$ cat src/trilinear_corner_interpolation_unit_macros.svh
// Assertion macros used by the RTL divider (tciu_div).
`ifndef TRILINEAR_CORNER_INTERPOLATION_UNIT_MACROS_SVH
`define TRILINEAR_CORNER_INTERPOLATION_UNIT_MACROS_SVH

// Condition must never be true out of reset.
`define TCIU_ASSERT_NEVER(name, clk, rst_n, expr) \
    name: assert property (@(posedge clk) disable iff (!rst_n) !(expr)) \
        else $error("assertion failed: condition must never hold");

// Antecedent implies consequent in the same cycle.
`define TCIU_ASSERT_IMPLIES(name, clk, rst_n, ante, cons) \
    name: assert property (@(posedge clk) disable iff (!rst_n) (ante) |-> (cons)) \
        else $error("assertion failed: implication violated");

`endif

$ cat src/tciu_pkg.sv
package tciu_pkg;

    localparam int COORD_BITS = 16;
    localparam int POWER_BITS = 32;
    localparam int WFRAC      = 30;
    localparam int W_BITS     = 32;
    localparam int DIFF_BITS  = COORD_BITS + 1;
    localparam int FDIV_NW    = DIFF_BITS + WFRAC;
    localparam int PROD_BITS  = W_BITS + POWER_BITS;
    localparam int ACC_BITS   = PROD_BITS + 3;
    localparam int SUM_BITS   = W_BITS + 3;
    localparam int DIV_NW     = (FDIV_NW > ACC_BITS) ? FDIV_NW : ACC_BITS;
    localparam int DIV_DW     = (DIFF_BITS > SUM_BITS) ? DIFF_BITS : SUM_BITS;

    typedef logic [1:0] t_axis;
    localparam t_axis AX_Z = 2'd0;
    localparam t_axis AX_Y = 2'd1;
    localparam t_axis AX_X = 2'd2;

    localparam logic FUNC_LOAD  = 1'b0;
    localparam logic FUNC_QUERY = 1'b1;

    typedef struct packed {
        logic                          func;
        logic [2:0]                    corner_index;
        logic signed [COORD_BITS-1:0]  coord_x;
        logic signed [COORD_BITS-1:0]  coord_y;
        logic signed [COORD_BITS-1:0]  coord_z;
        logic signed [POWER_BITS-1:0]  power_in;
    } t_in_item;

    typedef struct packed {
        logic signed [POWER_BITS-1:0]  power_out;
        logic                          divide_error;
    } t_out_item;

    typedef enum logic [3:0] {
        ST_IDLE,
        ST_READ,
        ST_FACT,
        ST_FWAIT,
        ST_WMUL_A,
        ST_WMUL_B,
        ST_PMUL,
        ST_PWAIT,
        ST_ACC,
        ST_CHECK,
        ST_QWAIT,
        ST_EMIT
    } t_state;

    typedef struct packed {
        logic       take;
        logic       rd;
        logic       fact_start;
        logic       fact_cap;
        logic       wmul_a;
        logic       wmul_b;
        logic       pmul_start;
        logic       acc_add;
        logic       res_err;
        logic       final_start;
        logic       final_cap;
        logic       out_load;
        logic [2:0] corner;
        t_axis      axis;
    } t_cmd;

    typedef struct packed {
        logic div_done;
        logic mul_done;
        logic fail;
        logic slot_free;
    } t_status;

    function automatic logic [2:0] corner_nbr(input logic [2:0] k, input t_axis axis);
        logic [2:0] r;
        unique case (axis)
            AX_Z:    r = k ^ 3'd1;
            AX_Y:    r = k ^ 3'd3;
            default: r = k ^ 3'd7;
        endcase
        return r;
    endfunction

    function automatic logic [W_BITS-1:0] mag_w(input logic signed [W_BITS-1:0] a);
        return a[W_BITS-1] ? (W_BITS'(0) - $unsigned(a)) : $unsigned(a);
    endfunction

    function automatic logic signed [W_BITS-1:0] sat_w(
        input logic              big,
        input logic [W_BITS-1:0] m,
        input logic              neg
    );
        logic signed [W_BITS-1:0] r;
        logic [W_BITS-1:0]        lim_n;
        lim_n = {1'b1, {(W_BITS-1){1'b0}}};
        if (neg) begin
            r = (big || (m > lim_n)) ? $signed(lim_n) : $signed(W_BITS'(0) - m);
        end else begin
            r = (big || m[W_BITS-1]) ? $signed(lim_n - W_BITS'(1)) : $signed(m);
        end
        return r;
    endfunction

endpackage

$ cat src/tciu_ctrl.sv
module tciu_ctrl
    import tciu_pkg::*;
(
    input  logic    i_clk,
    input  logic    i_rst_n,
    input  logic    i_in_valid,
    input  logic    i_in_func,
    input  t_status i_status,
    output logic    o_in_stall,
    output t_cmd    o_cmd
);

    t_state     r_state;
    t_state     n_state;
    logic [2:0] r_k;
    logic [2:0] n_k;
    t_axis      r_axis;
    t_axis      n_axis;

    always_ff @(posedge i_clk) begin
        if (!i_rst_n) begin
            r_state <= ST_IDLE;
            r_k     <= '0;
            r_axis  <= AX_Z;
        end else begin
            r_state <= n_state;
            r_k     <= n_k;
            r_axis  <= n_axis;
        end
    end

    always_comb begin
        n_state = r_state;
        n_k     = r_k;
        n_axis  = r_axis;
        unique case (r_state)
            ST_IDLE: begin
                n_k    = '0;
                n_axis = AX_Z;
                if (i_in_valid && (i_in_func == FUNC_QUERY)) begin
                    n_state = ST_READ;
                end
            end
            ST_READ:  n_state = ST_FACT;
            ST_FACT:  n_state = ST_FWAIT;
            ST_FWAIT: begin
                if (i_status.div_done) begin
                    if (r_axis == AX_X) begin
                        n_state = ST_WMUL_A;
                    end else begin
                        n_axis  = r_axis + t_axis'(1);
                        n_state = ST_READ;
                    end
                end
            end
            ST_WMUL_A: n_state = ST_WMUL_B;
            ST_WMUL_B: n_state = ST_PMUL;
            ST_PMUL:   n_state = ST_PWAIT;
            ST_PWAIT: begin
                if (i_status.mul_done) begin
                    n_state = ST_ACC;
                end
            end
            ST_ACC: begin
                n_axis = AX_Z;
                n_k    = r_k + 3'd1;
                n_state = (r_k == 3'd7) ? ST_CHECK : ST_READ;
            end
            ST_CHECK: n_state = i_status.fail ? ST_EMIT : ST_QWAIT;
            ST_QWAIT: begin
                if (i_status.div_done) begin
                    n_state = ST_EMIT;
                end
            end
            ST_EMIT: begin
                if (i_status.slot_free) begin
                    n_state = ST_IDLE;
                end
            end
            default: n_state = ST_IDLE;
        endcase
    end

    always_comb begin
        o_cmd        = '0;
        o_cmd.corner = r_k;
        o_cmd.axis   = r_axis;
        unique case (r_state)
            ST_IDLE:   o_cmd.take        = i_in_valid;
            ST_READ:   o_cmd.rd          = 1'b1;
            ST_FACT:   o_cmd.fact_start  = 1'b1;
            ST_FWAIT:  o_cmd.fact_cap    = i_status.div_done;
            ST_WMUL_A: o_cmd.wmul_a      = 1'b1;
            ST_WMUL_B: o_cmd.wmul_b      = 1'b1;
            ST_PMUL:   o_cmd.pmul_start  = 1'b1;
            ST_ACC:    o_cmd.acc_add     = 1'b1;
            ST_CHECK: begin
                o_cmd.res_err     = i_status.fail;
                o_cmd.final_start = !i_status.fail;
            end
            ST_QWAIT:  o_cmd.final_cap   = i_status.div_done;
            ST_EMIT:   o_cmd.out_load    = i_status.slot_free;
            default:   o_cmd.take        = 1'b0;
        endcase
    end

    assign o_in_stall = (r_state != ST_IDLE);

endmodule

$ cat config.mk
export PLATFORM = sky130hd
export DESIGN_NAME = tciu_ctrl
export DESIGN_NICKNAME = d
export VERILOG_FILES = /design/src/trilinear_corner_interpolation_unit_macros.svh /design/src/tciu_pkg.sv /design/src/tciu_ctrl.sv
export SDC_FILE = /design/constraint.sdc
export NUM_CORES = 1
export LEC_CHECK = 0
export BUFFER_PORTS_ARGS = -buffer_cell sky130_fd_sc_hd__clkbuf_2
export CAP_MARGIN = 0
export CORE_ASPECT_RATIO = 1.25
export CORE_UTILIZATION = 43
export DETAILED_ROUTE_END_ITERATION = 10
export PLACE_DENSITY_LB_ADDON = 0.3
export REMOVE_ABC_BUFFERS = 1
export SYNTH_ARGS = -nofsm -noshare
export SYNTH_HDL_FRONTEND = slang
export SYNTH_SLANG_ARGS = --single-unit
$ cat constraint.sdc
create_clock -name i_clk -period 1.75 [get_ports i_clk]
set_clock_uncertainty 0.05 [all_clocks]
set_input_delay 0.525 -clock i_clk [delete_from_list [all_inputs] [get_ports i_clk]]
set_output_delay 0.525 -clock i_clk [all_outputs]
set_load 0.02 [all_outputs]
==> results.toml <==
[die]
core_mm2 = 0.001562
start_util_pct = 45.67
die-width_um = 38.43
ios = 26
die_y_um = 47.54
die_area_mm2 = 0.001827
core.rowCount = 16

[worst_setup_path]
cp_max_fo = 7
path_cells = "buf_4, buf_8, nand4bb_1, nor2_1, buf_4"
slowest_stage = "dfxtp_4"
critPathLaunchType = "register"
path_common_cell = "buf_4"
cp_slowest_stage_delay_ns = 0.35
critPathKind = "reg -> out"
r2r_cells = 7
critical_path_required_ns = 1.17
endpoint_kind = "primary output"
startpoint = "r_state[3]"
r2r-start = "r_state[3]"
crit_arrival_ns = 1.41

[pwr]
power_mw = 0.8025
powerDensity_mw_per_mm2 = 620.3
swShare_pct = 37.31
power.leakage_nw = 0.5469
seqPwrFrac_pct = 29.0
combPwrFrac_pct = 50.6
clock_power_share_pct = 20.4
p_int_mw = 0.5031
peakVddDrop_uv = 425.1
p_sw_mw = 0.2995

[sta]
rsz0062_at_grt = "true"
relSlewSlack_pct = 75.25
tightest_slew_ns = 0.3693
setup_viol = 19
fin_tns_setup_ns = -1.403
fin_crit_ns = 1.986
timing.hold.ws_ns = 0.4250
report.final.hold_viol_count = 0
post-route-period-util_pct = 113.5
layout_setup_ws_ns = -0.2362
fmaxAchievable_mhz = 503.5
maxSlewViolCount = 0

[cells_and_area]
nNetsFinal = 151
fin_util_pct = 82.85
final_cells = 157
layout-drive-gt1-share_pct = 61.15
areaGrowthSynthToFinish_pct = 81.40
n_fill_cell = 85
diodes = 0

[synth]
synth_top_area_cell = "dfxtp_1"
syn-cell-area_um2 = 713.2
synth_commonest_cells = "nor3_1 (10), dfxtp_1 (9), nand2_1 (8)"
ys_types = 34
ys_seq_elements = 9
synth_area_leaders = "dfxtp_1 (25%), nor3_1 (7.0%), ha_1 (5.3%), a21oi_1 (4.9%), mux2i_1 (4.2%)"
synth.top_cell.area_share_pct = 25.26
syn_inst = 95
ys.flop_type = "dfxtp_1"
postSynth.asyncResetShare_pct = 0
syn_area_per_cell_um2 = 7.507
yosysSeqAreaShare_pct = 25.26
synth_most_common_cell = "nor3_1"
synth_edf_count = 0
ys_warn_count = 0

[clock_tree]
cts-htree-levels = 1
clkTransAtPathRegs_ns = 0.06
cts-buffers-inserted = 3
cts_tree = "built"
holdBufCountCts = 0
clock_path_buffers = 2
clock_sinks = 9
clkLatencyLatePin_ns = 0.26
cts_root_buffer = "clkbuf_4"

[drt]
first_pass_iters = 4
ant_nets = 0
drt-wirelength-per-cell_um = 17.51
vias_per_cell = 5.892
drc = 0
wirelength_um = 2749
num_vias = 925
drt_iter0_drc = 35

[placement]
gp_congestion = 0.8283
numPortBuffers = 25
place_inst = 142
hpwlAfterDp_um = 1318

[global_routing]
grt_max_degree = 15
grt_pass1_wl_um = 3153
grt_usage_pct = 24.49
grt_antenna_before_repair = 0
globalRouteOverflowTotal = 0
grt_pass1_vias = 721

[run]
cap_violations = 0

[status]
violations = "negative setup slack"
status = "complete, but fails checks"

[worst_hold_path]
hold_path_startpoint = "r_k[2]"
hp-class = "reg -> reg"
holdPathStages = 2
-- metal layers --
layer  global-route usage [%]  vias to the layer above  wire (um)
li1                         -                      428          -
met1                    30.57                      445       1061
met2                    44.75                       42       1497
met3                    2.791                       10        116
met4                    6.207                        0         74
met5                        0                        -          0
-- sequential cells by signal, indices dropped and copies added, names as in the netlist --
signal	cells
r_state	4
r_axis	2
r_k	3
-- worst max-delay path: cells and delay by family, from the launching register on --
kind | cells | cell delay (ns)
buffers and inverters | 3 | 0.47
flip-flops | 1 | 0.35
AND/OR/NAND/NOR | 2 | 0.33
-- cells by family after synthesis --
group                      Yosys count  synth area share [%]
DFF                                  9                 25.26
and+or+nand+nor                     46                 37.89
adders and majority gates            3                 5.264
buffers and inverters               13                 8.246
muxes                                3                 4.211
AOI/OAI and AO/OA                   21                 19.12
-- power groups by stage --
stage | registers (mW) | logic [mW] | clock network [mW]
floorplan | 0.257 | 0.132 | 0
global placement | 0.233 | 0.242 | 0
finish | 0.233 | 0.406 | 0.164
detailed placement | 0.234 | 0.249 | 0
CTS | 0.231 | 0.322 | 0.168
global route | 0.233 | 0.431 | 0.177
-- final cells by class --
| cell class | instances | area [um2] | share of cell area, % |
|---|---|---|---|
| Inverter | 5 | 18.77 | 1.451 |
| Clock buffer | 4 | 26.28 | 2.031 |
| Multi-Input combinational cell | 73 | 650.6 | 50.29 |
| Tap cell | 18 | 22.52 | 1.741 |
| Sequential cell | 9 | 193.9 | 14.99 |
| Timing Repair Buffer | 48 | 381.6 | 29.50 |
-- worst paths after layout --
kind                 to  slack [ns]
max            o_cmd[6]       -0.24
max reg2reg  r_state[3]       -0.09
min reg2reg      r_k[2]        0.43
min              r_k[2]        0.43
-- metrics by stage --
| step | area [um2] | setup WS, ns |
|---|---|---|
| floorplan | 673.1 | -0.2206 |
| global placement | 910.9 | -0.003775 |
| detailed placement | 910.9 | -0.04500 |
| CTS | 1132 | -0.2235 |
| global route | 1294 | -0.2730 |
| finish | 1294 | -0.2362 |
-- cell usage in the layout, fill, tap and decap left out, types with 2 or more instances in the layout --
cell,instances
dfxtp_4,3
nor3_4,4
a21oi_1,5
a21oi_2,3
ha_1,2
or3_1,2
inv_1,4
buf_6,10
or4_4,3
nor2_1,3
nand2b_4,5
nor3_2,5
dfxtp_2,2
buf_4,24
nand3b_1,2
mux2i_1,3
clkbuf_2,12
a21boi_0,2
dfxtp_1,4
nand2_1,7
o21ai_0,4
nor2_4,2
nand3_1,3
clkbuf_4,3
-- timing repair --
action                     CTS  global route
gates resized for setup     39            43
setup endpoints to repair   15            18
setup buffers                6             4
pin swaps                    6             7
gates cloned                 0             1
No activity file was read; power rests on OpenSTA's default activity.
